==> src/hw/rtl/plw_pkg.sv <==
package plw_pkg;

  // coordinate width, Q15.16
  localparam int CW = 32;

  // serial multiplier: magnitude of dy times distance to the boundary
  localparam int MUL_AW = CW + 1;
  localparam int MUL_BW = CW;
  localparam int MUL_PW = MUL_AW + MUL_BW - 1;
  localparam int MUL_CW = $clog2(MUL_BW + 1);

  // serial divider: product over denominator, or offset over period
  localparam int DIV_NW = MUL_PW;
  localparam int DIV_DW = CW + 2;
  localparam int DIV_SW = $clog2(DIV_NW + 1);
  localparam logic [DIV_SW-1:0] REM_STEPS = DIV_SW'(CW + 1);
  localparam logic [DIV_SW-1:0] QUO_STEPS = DIV_SW'(DIV_NW);

  // configuration register indexes
  localparam int RIW = 1;
  localparam logic [RIW-1:0] REG_X_LOW  = 1'b0;
  localparam logic [RIW-1:0] REG_X_HIGH = 1'b1;

  // reset values of the wrap boundaries, -180.0 and +180.0
  localparam logic signed [CW-1:0] X_LOW_RST  = -32'sd11796480;
  localparam logic signed [CW-1:0] X_HIGH_RST = 32'sd11796480;

  typedef enum logic [3:0] {
    ST_IDLE,
    ST_PREP,
    ST_REM,
    ST_CROSS,
    ST_INTERP,
    ST_MUL,
    ST_DIV,
    ST_YMID,
    ST_OUT_A,
    ST_OUT_BRK,
    ST_OUT_B,
    ST_OUT_PT
  } state_t;

  typedef struct packed {
    logic              start;
    logic [DIV_NW-1:0] dividend;
    logic [DIV_DW-1:0] divisor;
    logic [DIV_SW-1:0] steps;
  } div_req_t;

  typedef struct packed {
    logic              done;
    logic [DIV_NW-1:0] quo;
    logic [DIV_DW-1:0] rem;
  } div_rsp_t;

  typedef struct packed {
    logic              start;
    logic [MUL_AW-1:0] mcand;
    logic [MUL_BW-1:0] mplier;
  } mul_req_t;

  typedef struct packed {
    logic              done;
    logic [MUL_PW-1:0] prod;
  } mul_rsp_t;

endpackage

==> src/hw/rtl/plw_div.sv <==
module plw_div (
  input  logic              clk,
  input  logic              rst_n,
  input  plw_pkg::div_req_t req,
  output plw_pkg::div_rsp_t rsp
);
  import plw_pkg::*;

  logic              busy_r;
  logic              done_r;
  logic [DIV_SW-1:0] cnt_r;
  logic [DIV_NW-1:0] qr_r;
  logic [DIV_DW-1:0] rem_r;
  logic [DIV_DW-1:0] dvs_r;
  logic [DIV_DW:0]   trial;
  logic [DIV_DW:0]   diff;
  logic              ge;

  // one quotient bit per cycle, restoring
  assign trial = {rem_r, qr_r[DIV_NW-1]};
  assign ge    = trial >= {1'b0, dvs_r};
  assign diff  = trial - {1'b0, dvs_r};

  // step counter
  always_ff @(posedge clk) begin
    if (!rst_n) begin
      busy_r <= 1'b0;
      done_r <= 1'b0;
      cnt_r  <= '0;
    end else begin
      done_r <= 1'b0;
      if (req.start) begin
        busy_r <= 1'b1;
        cnt_r  <= req.steps;
      end else if (busy_r) begin
        cnt_r <= cnt_r - DIV_SW'(1);
        if (cnt_r == DIV_SW'(1)) begin
          busy_r <= 1'b0;
          done_r <= 1'b1;
        end
      end
    end
  end

  // dividend shifts out on top, quotient shifts in below
  always_ff @(posedge clk) begin
    if (req.start) begin
      qr_r  <= req.dividend;
      rem_r <= '0;
      dvs_r <= req.divisor;
    end else if (busy_r) begin
      qr_r  <= {qr_r[DIV_NW-2:0], ge};
      rem_r <= ge ? diff[DIV_DW-1:0] : trial[DIV_DW-1:0];
    end
  end

  assign rsp.done = done_r;
  assign rsp.quo  = qr_r;
  assign rsp.rem  = rem_r;

endmodule

==> src/hw/rtl/plw_mul.sv <==
module plw_mul (
  input  logic              clk,
  input  logic              rst_n,
  input  plw_pkg::mul_req_t req,
  output plw_pkg::mul_rsp_t rsp
);
  import plw_pkg::*;

  logic                     busy_r;
  logic                     done_r;
  logic [MUL_CW-1:0]        cnt_r;
  logic [MUL_AW-1:0]        mcand_r;
  logic [MUL_AW+MUL_BW:0]   acc_r;
  logic [MUL_AW:0]          sum;

  // add the multiplicand when the low multiplier bit is set
  assign sum = acc_r[MUL_AW+MUL_BW:MUL_BW]
             + (acc_r[0] ? {1'b0, mcand_r} : {(MUL_AW+1){1'b0}});

  // step counter
  always_ff @(posedge clk) begin
    if (!rst_n) begin
      busy_r <= 1'b0;
      done_r <= 1'b0;
      cnt_r  <= '0;
    end else begin
      done_r <= 1'b0;
      if (req.start) begin
        busy_r <= 1'b1;
        cnt_r  <= MUL_CW'(MUL_BW);
      end else if (busy_r) begin
        cnt_r <= cnt_r - MUL_CW'(1);
        if (cnt_r == MUL_CW'(1)) begin
          busy_r <= 1'b0;
          done_r <= 1'b1;
        end
      end
    end
  end

  // shift-add, one multiplier bit per cycle
  always_ff @(posedge clk) begin
    if (req.start) begin
      mcand_r <= req.mcand;
      acc_r   <= {{(MUL_AW+1){1'b0}}, req.mplier};
    end else if (busy_r) begin
      acc_r <= {1'b0, sum, acc_r[MUL_BW-1:1]};
    end
  end

  assign rsp.done = done_r;
  assign rsp.prod = acc_r[MUL_PW-1:0];

endmodule

==> src/hw/rtl/polyline_longitude_wrap.sv <==
// channel  | handshake            | payload
// ---------+----------------------+------------------------------------------------
// in       | in_valid / in_stall  | in_x_coord, in_y_coord, in_is_break
// out      | out_valid / out_stall| out_x_out, out_y_out, out_break,
//          |                      | out_on_boundary, out_last
// cfg      | cfg_we               | cfg_index, cfg_wdata (0 = x_low, 1 = x_high)
//
// one item at a time; a point whose x lies outside the range is first folded
// by a remainder on the period in the serial divider, and a crossing that
// interpolates runs the serial multiplier and then the serial divider.
// reset is synchronous; both boundaries return to -180.0 and +180.0.
// the next item is taken while the last result beat still waits on out_stall.
module polyline_longitude_wrap (
  input  logic                                clk,
  input  logic                                rst_n,
  input  logic                                in_valid,
  output logic                                in_stall,
  input  logic signed [plw_pkg::CW-1:0]       in_x_coord,
  input  logic signed [plw_pkg::CW-1:0]       in_y_coord,
  input  logic                                in_is_break,
  output logic                                out_valid,
  input  logic                                out_stall,
  output logic signed [plw_pkg::CW-1:0]       out_x_out,
  output logic signed [plw_pkg::CW-1:0]       out_y_out,
  output logic                                out_break,
  output logic                                out_on_boundary,
  output logic                                out_last,
  input  logic                                cfg_we,
  input  logic [plw_pkg::RIW-1:0]             cfg_index,
  input  logic [plw_pkg::CW-1:0]              cfg_wdata
);
  import plw_pkg::*;

  state_t state_r, state_nxt;

  logic signed [CW-1:0] x_low_r, x_high_r;
  logic signed [CW-1:0] x_r, y_r, prev_x_r, prev_y_r;
  logic signed [CW-1:0] xa_r, xb_r, bnd_y_r;
  logic                 brk_r, open_r, dyneg_r;
  logic signed [CW:0]   p_r;
  logic                 ppos_r;
  logic [DIV_DW-1:0]    den_r;
  logic [CW:0]          q_r;

  logic                 out_valid_r, out_brk_r, out_bnd_r, out_last_r;
  logic signed [CW-1:0] out_x_r, out_y_r;

  logic                 in_acc, out_free, out_load;
  logic signed [CW-1:0] out_x_nxt, out_y_nxt;
  logic                 out_brk_nxt, out_bnd_nxt, out_last_nxt;

  div_req_t div_req;
  div_rsp_t div_rsp;
  mul_req_t mul_req;
  mul_rsp_t mul_rsp;

  logic signed [CW:0]   p_w, dx_w, dy_w;
  logic [CW:0]          adx_w, mag_w, off_below_w, off_above_w, tl_w, tr_w;
  logic [CW-1:0]        t_w, rem32_w;
  logic                 x_below, x_above, rem_zero, cross_w, left_w;
  logic signed [CW-1:0] wrap_w;
  logic signed [CW+2:0] den_lft_w, den_rgt_w, den_w, ym_w;
  logic                 den_pos, inc_w, qsat_w;
  logic [CW:0]          q_low_w, q_nxt;
  logic signed [CW-1:0] ym_sat_w;

  // wrap arithmetic
  assign p_w         = {x_high_r[CW-1], x_high_r} - {x_low_r[CW-1], x_low_r};
  assign x_below     = x_r < x_low_r;
  assign x_above     = x_r > x_high_r;
  assign off_below_w = {x_low_r[CW-1], x_low_r} - {x_r[CW-1], x_r};
  assign off_above_w = {x_r[CW-1], x_r} - {x_high_r[CW-1], x_high_r};
  assign rem32_w     = div_rsp.rem[CW-1:0];
  assign rem_zero    = (rem32_w == '0);
  assign wrap_w      = x_below ? (rem_zero ? x_low_r : x_high_r - rem32_w)
                               : (rem_zero ? x_high_r : x_low_r + rem32_w);

  // crossing test: twice the step against the period
  assign dx_w    = {x_r[CW-1], x_r} - {prev_x_r[CW-1], prev_x_r};
  assign adx_w   = dx_w[CW] ? -dx_w : dx_w;
  assign cross_w = open_r && ppos_r && ({adx_w, 1'b0} > {1'b0, p_r});

  // interpolation setup
  assign left_w    = x_r < prev_x_r;
  assign tl_w      = {x_r[CW-1], x_r} - {x_low_r[CW-1], x_low_r};
  assign tr_w      = {x_high_r[CW-1], x_high_r} - {x_r[CW-1], x_r};
  assign t_w       = left_w ? tl_w[CW-1:0] : tr_w[CW-1:0];
  assign den_lft_w = {{3{x_r[CW-1]}}, x_r} + {{2{p_r[CW]}}, p_r}
                   - {{3{prev_x_r[CW-1]}}, prev_x_r};
  assign den_rgt_w = {{2{p_r[CW]}}, p_r} - {{3{x_r[CW-1]}}, x_r}
                   + {{3{prev_x_r[CW-1]}}, prev_x_r};
  assign den_w     = left_w ? den_lft_w : den_rgt_w;
  assign den_pos   = den_w > 35'sd0;
  assign dy_w      = {y_r[CW-1], y_r} - {prev_y_r[CW-1], prev_y_r};
  assign mag_w     = dy_w[CW] ? -dy_w : dy_w;

  // round half away from zero, then clamp the quotient
  assign inc_w   = {div_rsp.rem, 1'b0} >= {1'b0, den_r};
  assign q_low_w = div_rsp.quo[CW:0];
  assign qsat_w  = (|div_rsp.quo[DIV_NW-1:CW+1]) || ((&q_low_w) && inc_w);
  assign q_nxt   = qsat_w ? '1 : q_low_w + {{CW{1'b0}}, inc_w};

  // mid y with saturation to the coordinate range
  assign ym_w = dyneg_r ? {{3{y_r[CW-1]}}, y_r} + {2'b00, q_r}
                        : {{3{y_r[CW-1]}}, y_r} - {2'b00, q_r};
  always_comb begin
    if ((&ym_w[CW+2:CW-1]) || !(|ym_w[CW+2:CW-1])) begin
      ym_sat_w = ym_w[CW-1:0];
    end else if (ym_w[CW+2]) begin
      ym_sat_w = {1'b1, {(CW-1){1'b0}}};
    end else begin
      ym_sat_w = {1'b0, {(CW-1){1'b1}}};
    end
  end

  assign in_stall = (state_r != ST_IDLE);
  assign in_acc   = in_valid && (state_r == ST_IDLE);
  assign out_free = !out_valid_r || !out_stall;

  // next state, unit requests and result beats
  always_comb begin
    state_nxt    = state_r;
    div_req      = '0;
    mul_req      = '0;
    out_load     = 1'b0;
    out_x_nxt    = '0;
    out_y_nxt    = '0;
    out_brk_nxt  = 1'b0;
    out_bnd_nxt  = 1'b0;
    out_last_nxt = 1'b0;
    case (state_r)
      ST_IDLE: begin
        if (in_valid) begin
          state_nxt = in_is_break ? ST_OUT_BRK : ST_PREP;
        end
      end
      ST_PREP: begin
        if (ppos_r && (x_below || x_above)) begin
          div_req.start    = 1'b1;
          div_req.dividend = {(x_below ? off_below_w : off_above_w),
                              {(DIV_NW-CW-1){1'b0}}};
          div_req.divisor  = {1'b0, p_r};
          div_req.steps    = REM_STEPS;
          state_nxt        = ST_REM;
        end else begin
          state_nxt = ST_CROSS;
        end
      end
      ST_REM: begin
        if (div_rsp.done) begin
          state_nxt = ST_CROSS;
        end
      end
      ST_CROSS: begin
        if (!cross_w || x_r == x_low_r || x_r == x_high_r) begin
          state_nxt = ST_OUT_PT;
        end else if (prev_x_r == x_low_r || prev_x_r == x_high_r) begin
          state_nxt = ST_OUT_BRK;
        end else begin
          state_nxt = ST_INTERP;
        end
      end
      ST_INTERP: begin
        if (den_pos) begin
          mul_req.start  = 1'b1;
          mul_req.mcand  = mag_w;
          mul_req.mplier = t_w;
          state_nxt      = ST_MUL;
        end else begin
          state_nxt = ST_OUT_A;
        end
      end
      ST_MUL: begin
        if (mul_rsp.done) begin
          div_req.start    = 1'b1;
          div_req.dividend = mul_rsp.prod;
          div_req.divisor  = den_r;
          div_req.steps    = QUO_STEPS;
          state_nxt        = ST_DIV;
        end
      end
      ST_DIV: begin
        if (div_rsp.done) begin
          state_nxt = ST_YMID;
        end
      end
      ST_YMID: begin
        state_nxt = ST_OUT_A;
      end
      ST_OUT_A: begin
        if (out_free) begin
          out_load    = 1'b1;
          out_x_nxt   = xa_r;
          out_y_nxt   = bnd_y_r;
          out_bnd_nxt = 1'b1;
          state_nxt   = ST_OUT_BRK;
        end
      end
      ST_OUT_BRK: begin
        if (out_free) begin
          out_load     = 1'b1;
          out_brk_nxt  = 1'b1;
          out_last_nxt = brk_r;
          state_nxt    = brk_r ? ST_IDLE : ST_OUT_B;
        end
      end
      ST_OUT_B: begin
        if (out_free) begin
          out_load    = 1'b1;
          out_x_nxt   = xb_r;
          out_y_nxt   = bnd_y_r;
          out_bnd_nxt = 1'b1;
          state_nxt   = ST_OUT_PT;
        end
      end
      ST_OUT_PT: begin
        if (out_free) begin
          out_load     = 1'b1;
          out_x_nxt    = x_r;
          out_y_nxt    = y_r;
          out_last_nxt = 1'b1;
          state_nxt    = ST_IDLE;
        end
      end
      default: begin
        state_nxt = ST_IDLE;
      end
    endcase
  end

  // state register
  always_ff @(posedge clk) begin
    if (!rst_n) begin
      state_r <= ST_IDLE;
    end else begin
      state_r <= state_nxt;
    end
  end

  // wrap boundaries
  always_ff @(posedge clk) begin
    if (!rst_n) begin
      x_low_r  <= X_LOW_RST;
      x_high_r <= X_HIGH_RST;
    end else if (cfg_we) begin
      case (cfg_index)
        REG_X_LOW:  x_low_r  <= cfg_wdata;
        REG_X_HIGH: x_high_r <= cfg_wdata;
        default:    x_low_r  <= x_low_r;
      endcase
    end
  end

  // line state
  always_ff @(posedge clk) begin
    if (!rst_n) begin
      open_r   <= 1'b0;
      prev_x_r <= '0;
      prev_y_r <= '0;
    end else if (in_acc && in_is_break) begin
      open_r <= 1'b0;
    end else if (state_r == ST_OUT_PT && out_free) begin
      open_r   <= 1'b1;
      prev_x_r <= x_r;
      prev_y_r <= y_r;
    end
  end

  // item datapath
  always_ff @(posedge clk) begin
    case (state_r)
      ST_IDLE: begin
        if (in_acc) begin
          x_r    <= in_x_coord;
          y_r    <= in_y_coord;
          brk_r  <= in_is_break;
          p_r    <= p_w;
          ppos_r <= p_w > 33'sd0;
        end
      end
      ST_REM: begin
        if (div_rsp.done) begin
          x_r <= wrap_w;
        end
      end
      ST_CROSS: begin
        // a point on a boundary keeps the previous point's side
        if (cross_w && x_r == x_low_r) begin
          x_r <= x_high_r;
        end else if (cross_w && x_r == x_high_r) begin
          x_r <= x_low_r;
        end else if (prev_x_r == x_low_r) begin
          xb_r    <= x_high_r;
          bnd_y_r <= prev_y_r;
        end else if (prev_x_r == x_high_r) begin
          xb_r    <= x_low_r;
          bnd_y_r <= prev_y_r;
        end
      end
      ST_INTERP: begin
        xa_r    <= left_w ? x_high_r : x_low_r;
        xb_r    <= left_w ? x_low_r : x_high_r;
        den_r   <= den_w[DIV_DW-1:0];
        dyneg_r <= dy_w[CW];
        bnd_y_r <= y_r;
      end
      ST_DIV: begin
        if (div_rsp.done) begin
          q_r <= q_nxt;
        end
      end
      ST_YMID: begin
        bnd_y_r <= ym_sat_w;
      end
      default: begin
        x_r <= x_r;
      end
    endcase
  end

  // output register
  always_ff @(posedge clk) begin
    if (!rst_n) begin
      out_valid_r <= 1'b0;
    end else if (out_load) begin
      out_valid_r <= 1'b1;
    end else if (!out_stall) begin
      out_valid_r <= 1'b0;
    end
  end

  always_ff @(posedge clk) begin
    if (out_load) begin
      out_x_r    <= out_x_nxt;
      out_y_r    <= out_y_nxt;
      out_brk_r  <= out_brk_nxt;
      out_bnd_r  <= out_bnd_nxt;
      out_last_r <= out_last_nxt;
    end
  end

  assign out_valid       = out_valid_r;
  assign out_x_out       = out_x_r;
  assign out_y_out       = out_y_r;
  assign out_break       = out_brk_r;
  assign out_on_boundary = out_bnd_r;
  assign out_last        = out_last_r;

  plw_div u_div (
    .clk   (clk),
    .rst_n (rst_n),
    .req   (div_req),
    .rsp   (div_rsp)
  );

  plw_mul u_mul (
    .clk   (clk),
    .rst_n (rst_n),
    .req   (mul_req),
    .rsp   (mul_rsp)
  );

endmodule

==> config.mk <==
export PLATFORM = sky130hd
export DESIGN_NAME = polyline_longitude_wrap
export DESIGN_NICKNAME = d
export VERILOG_FILES = /design/src/hw/rtl/plw_pkg.sv /design/src/hw/rtl/plw_div.sv /design/src/hw/rtl/plw_mul.sv /design/src/hw/rtl/polyline_longitude_wrap.sv
export SDC_FILE = /design/constraint.sdc
export NUM_CORES = 2
export LEC_CHECK = 0
export BUFFER_PORTS_ARGS = -buffer_cell sky130_fd_sc_hd__buf_2
export CORE_ASPECT_RATIO = 0.6
export CORE_MARGIN = 4
export CORE_UTILIZATION = 60
export DETAILED_ROUTE_END_ITERATION = 7
export HOLD_SLACK_MARGIN = 0.12
export PLACE_DENSITY = 0.77
export SKIP_LAST_GASP = 1
export SYNTH_ARGS = -nofsm -noshare
export SYNTH_HDL_FRONTEND = slang
export SYNTH_SLANG_ARGS = --single-unit
==> constraint.sdc <==
create_clock -name clk -period 14.02 [get_ports clk]
set_input_delay 1.402 -clock clk [delete_from_list [all_inputs] [get_ports clk]]
set_output_delay 1.402 -clock clk [all_outputs]
set_load 0.05 [all_outputs]
; ---- After elaboration in Yosys (flattened, before gate mapping)
; Index checks and enable logic that the tools add are counted.
[op_classes]
n_addsub = 22
multipliers = 0
div = 0
order_cmp = 8
eq_ne = 31
shift = 0
mux = 79
bitwise = 5
reduce_logical = 49
[op_table]
columns = operator, n
row1 = $mux 32, 27
row2 = $pmux 32 s3, 3
row3 = $mux 106, 2
row4 = $pmux 106 s2, 1
row5 = $sub 32x32->33, 5
row6 = $mux 33, 4
row7 = $mux 66, 2
row8 = $eq 32x32->1, 4
row9 = $mux 64, 2
row10 = $pmux 32 s2, 2
row11 = $sub 32x32->32, 3
row12 = $ge 35x34->1, 2
row13 = $mux 35, 2
row14 = $neg 33->33, 2
row15 = $lt 32x32->1, 2
row16 = $mux 4, 13
row17 = $pmux 4 s12, 1
row18 = $add 32x34->35, 1
row19 = $add 34x32->35, 1
row20 = $gt 35x1->1 const B, 1
row21 = $sub 32x34->35, 1
row22 = $sub 34x32->35, 1
row23 = $add 32x33->34, 1
row24 = $add 33x33->34, 1
row25 = 41 further kinds, 110
[totals]
regBits = 711
latchBits = 0
ram_bits = 0
mem_bits_ro = 0
out_inout_bits = 69
word_cells = 231
n_memories = 0

; ---- Longest topological paths before layout
[depth]
word_depth = 10
ltp_mapped = 27

; ---- Modules after synthesis
; A second synthesis with hierarchy kept.
[unflattened]
hier_cells = 7561
hier_area_um2 = 63400.8
[by_module_without_submodules]
columns = mod, instances, cells_each, area_per_inst_um2
row1 = polyline_longitude_wrap, 1, 6271, 49511.2
row2 = plw_div, 1, 685, 7602.3
row3 = plw_mul, 1, 605, 6287.3

; ---- Worst setup path before layout
; Ideal clock, no wire load.
[synth_path]
path_kind = register to register
start = register x_r[1]
end = register x_r[0], enable pin
t_arrival_ps = 10226
required_time_ps = 13425
setup_slack_ps = 3199
path_stages_with_launch = 26
path_buffers = 0
cell_sequence = edfxtp_1 > inv_1 > fa_1 > nor2b_1 > o31a_1 > o31a_1 > a21oi_4 > or4b_2 > nand3_1 > o211ai_1 > nor4b_2 > nor3b_1 > nor2b_1 > a21oi_1 > xnor2_1 > ha_1 > o21a_1 > o21ai_0 > a21oi_1 > o21ai_0 > or2_2 > o22ai_1 > a31oi_2 > nor2_1 > nand2_1 > a2111oi_0
[synth_via]
elab_chain_len = 8
word_cells_on_any_way = 11
cone_classes = add/sub: 2 / order compare: 1 / eq/ne: 3 / mux: 1 / reduce/logical: 4
[synth_rtl]
columns = element, line_no
row1 = from (decl), polyline_longitude_wrap.sv:37  ; logic signed [CW-1:0] x_r, y_r, prev_x_r, prev_y_r;
row2 = from (signal assigned), polyline_longitude_wrap.sv:274  ; x_r <= in_x_coord;
row3 = from (signal assigned), polyline_longitude_wrap.sv:283  ; x_r <= wrap_w;
row4 = from (signal assigned), polyline_longitude_wrap.sv:289  ; x_r <= x_high_r;
row5 = $sub 32x32->33, polyline_longitude_wrap.sv:79  ; assign dx_w = {x_r[CW-1], x_r} - {prev_x_r[CW-1], prev_x_r};
row6 = $neg 33->33, polyline_longitude_wrap.sv:80  ; assign adx_w = dx_w[CW] ? -dx_w : dx_w;
row7 = $mux 33, polyline_longitude_wrap.sv:80
row8 = $gt 34x33->1, polyline_longitude_wrap.sv:81  ; assign cross_w = open_r && ppos_r && ({adx_w, 1'b0} > {1'b0, p_r});
row9 = $logic_and 1x1->1, polyline_longitude_wrap.sv:81
row10 = "$logic_and 1x1->1, on equally long branches", "polyline_longitude_wrap.sv:288, polyline_longitude_wrap.sv:290"
row11 = $ne 3x3->1 (no line) *, n/a
row12 = $reduce_and 4->1 (no line) *, n/a
; Every way passes the cells marked *; elsewhere a longest branch is shown, timed or not.
; A chain may end at the register's enable or synchronous reset.

; ---- Worst setup path in the final report
[layout_path]
start = register x_r[1]
end = register x_r[6], enable pin
; Same word-level chain as after synthesis.

==> key figures <==
Global route
  – GRT met1 Usage: 68.6%
  – Largest net degree at the start of global routing: 78
  – Routing usage on met2: 53.0%
  – Initial antenna violation count: 22
  – GRT Residual Overflow: 0
  – Global-route wire length before repair: 359,000 um
  – M3 GR Usage: 24.8%
  – Grt peak-use layer: met1
  – Total track usage: 45.1%
  – Vias in the first global route: 51,900

Floorplan
  – Die height: 256 um
  – Die area: 108,000 um2
  – # IOs: 172
  – Die X: 421 um
  – Initial Utilization: 60.7%
  – Row count: 90
  – Core Region: 101,000 um2

Synth
  – Yosys reg bits: 711
  – Synth unique cells: 111
  – Synth warn: 0
  – Number of synthesized flops with an enable pin: 493
  – Syn Nets: 7,905
  – Ys async rst share: 0%
  – Ys flop type: edfxtp_1
  – Sequential area share after synthesis: 31.3%
  – Cell area after synthesis: 61,300 um2
  – Syn avg cell area: 8.56 um2
  – Synthesized instance count: 7,162

CTS
  – H-tree depth: 3
  – Root Buffer: clkbuf_16
  – Clock slew at reported path FFs: 0.07 ns
  – Total CTS buffers: 74
  – CTS resizes: 0
  – Latest clock arrival within the worst-skew pair: 0.71 ns
  – CTS tree: built
  – Hold buffers post-CTS: 0
  – # Post-CTS Setup Buffers: 0
  – Max clock buf depth: 3
  – Clk sinks: 711

Timing
  – Final Max Slew Viols: 1
  – Crit share post-route: 60.3%
  – Final Skew: 0.0292 ns
  – RSZ-0062 raised after global routing: false
  – Tmin final: 8.46 ns
  – Worst Tran Pin Value: 1.50 ns
  – Final Hold Viols: 0
  – Setup TNS: 0 ns
  – Fin Hold WS: 0.478 ns
  – Max Fclk: 118 MHz
  – Final setup vio count: 0
  – Relative slew slack: -0.502%

Finish
  – Fill cells: 8,456
  – P&R area growth vs syn: 7.32%
  – Multi-input gate area: 39,000 um2
  – Final core occ: 65.2%
  – Register area: 19,200 um2
  – Layout Cell Area excl Fill: 65,800 um2
  – Share of layout cells above drive strength 1: 7.08%
  – Fin nets: 7,914

Routing
  – Routed WL per cell: 29.4 um
  – Final ANT Viol Nets: 0
  – Initial DRC count: 9,854
  – Post-route DRC: 0
  – Drt total wl: 252,000 um
  – Vias/cell: 6.89
  – DRT Pass-1 Iters: 8
  – Vias: 59,100

Worst hold path
  – Worst hold path type: flop to flop
  – Worst Min Path Start: u_div.busy_r
  – Hold Path Depth: 2
  – Hold EP: u_div.done_r

Worst setup path
  – Path depth of the worst reg2reg path: 26
  – RR Endpoint: x_r[6]
  – CP Capture Type: flop
  – Slowest cell on crit path: nor4_1
  – Critical Path Source Type: flop
  – CP Class: flop to flop
  – Critical path arrival: 8.77 ns
  – Worst R2R Setup Slack: 5.56 ns
  – CP top delay family: simple AND/OR/NAND/NOR gates
  – Critical Path Fanout Max: 32
  – Worst EP required: 14.34 ns
  – Max incr delay on CP: 0.74 ns
  – Cell mode on critical path: o21ai_0
  – WP buf/inv: 2
  – Reg-to-reg startpoint: x_r[1]

Placed design
  – Area after DPL: 63,300 um2
  – RePlAce Congestion: 1.10
  – DP HPWL: 199,000 um
  – IO buf count: 171

Outcome
  – Failing checks: max-capacitance violations, max-slew violations
  – Outcome: finished, violations left

Power
  – Leak: 27.1 nW
  – Pwr dens: 250 nW/um2
  – VDD IR-drop max: 341 uV

Flow run
  – Max-Cap Viols: 1
metrics by stage:
step | setup WS, ns | std cells | power (mW)
floorplan | 3.20 | 7162 | 10.2
global placement | 5.96 | 8429 | 13.5
global route | 5.21 | 8568 | 17.1
detailed placement | 5.99 | 8429 | 13.6
CTS | 5.93 | 8567 | 15.8
finish | 5.56 | 8569 | 16.5
metal layers:
metal | vias up | part of all wire, %
met5 | - | 0.11
met4 | 18 | 3.1
met3 | 523 | 20
met2 | 4656 | 35
met1 | 28100 | 43
li1 | 25800 | -
Yosys cell counts (58+ instances only):
cell        n  area, um2
nand4_1    78        488
xnor2_1   296       2590
o21ai_0   453       2270
a31oi_1    66        413
dfxtp_1   218       4360
inv_1     553       2080
a221o_1    62        621
and2_1     82        513
nor2b_1    61        382
clkbuf_1  270       1010
nand2b_1   74        463
nand2_1   865       3250
xor2_1    262       2290
nor2_1    422       1580
a21oi_1   570       2850
nor3_1    110        551
o21bai_1   66        495
a211oi_1   58        435
mux2i_1    80        801
o211ai_1   92        691
fa_1       78       1560
and3_1     61        382
nand3_1   108        541
a21boi_0  134       1010
a21o_1    217       1630
ha_1      562       7030
o21a_1     74        556
edfxtp_1  493      14800
how the worst max path moves through the flow:
stage,startpoint,endpoint,slack (ns),cells after the start
after detailed placement,x_r[1],x_r[2],5.99,26
final,x_r[1],x_r[6],5.56,26
after floorplan,x_r[1],x_r[0],3.20,25
after global routing,x_r[1],x_r[7],5.21,26
after global placement,x_r[1],x_r[2],5.96,26
after CTS,x_r[1],x_r[6],5.93,26
layout make-up:
| class | count | share of cell area (%) |
|---|---|---|
| clock inverter | 45 | 0.781 |
| timing repair buffer | 245 | 2.15 |
| tap | 1334 | 2.54 |
| inverter | 555 | 3.17 |
| clock buffer | 93 | 3.01 |
| multi-input combinational | 5584 | 59.2 |
| sequential | 711 | 29.1 |
| antenna | 2 | 0.00760 |
logic make-up (layout without fill, tap and decap cells):
group | count (synthesis) | after routing | share of synthesized area [%]
fa+ha+maj | 640 | 640 | 14.0
compound gates | 2205 | 2205 | 23.5
flops | 711 | 711 | 31.3
simple gates | 2066 | 2066 | 15.8
xor+xnor | 558 | 558 | 7.97
buf+inv | 867 | 938 | 5.46
other cells | 0 | 2 | 0
mux | 115 | 115 | 2.08
power breakdown:
group          switching [mW]  internal [mW]  total (mW)
Combinational            7.34           3.63        11.0
Clock                   0.964           1.18        2.15
Sequential              0.530           2.84        3.37
Total                    8.84           7.65        16.5
cell usage in the layout (no fill, tap or decap), types with 74 or more instances in the layout:
cell       instances
nand2_1          862
a21oi_1          568
ha_1             562
inv_1            552
edfxtp_1         493
o21ai_0          453
nor2_1           416
xnor2_1          296
xor2_1           262
a21o_1           217
dfxtp_1          217
buf_2            170
a21boi_0         134
nor3_1           109
nand3_1          107
o211ai_1          92
mux2i_1           80
and2_1            79
nand4_1           78
fa_1              78
clkbuf_16         75
buf_4             75
o21a_1            74
sequential cells by signal, summed over array words and instances, names as in the netlist, 7 cells and up:
signal,count
u_div.cnt_r,7
p_r,33
prev_y_r,32
q_r,33
x_r,32
x_high_r,32
bnd_y_r,32
u_mul.mcand_r,33
den_r,34
xa_r,32
u_mul.acc_r,65
u_div.rem_r,34
out_x_out,32
y_r,32
xb_r,32
u_div.dvs_r,34
prev_x_r,32
out_y_out,32
u_div.qr_r,64
x_low_r,32
worst min-delay path, stage by stage, from the launching register on:
cell	delay, ns
dfxtp_2	0.35
nand2_1	0.06
nor2_1	0.03
No activity file was read; power rests on OpenSTA's default activity.
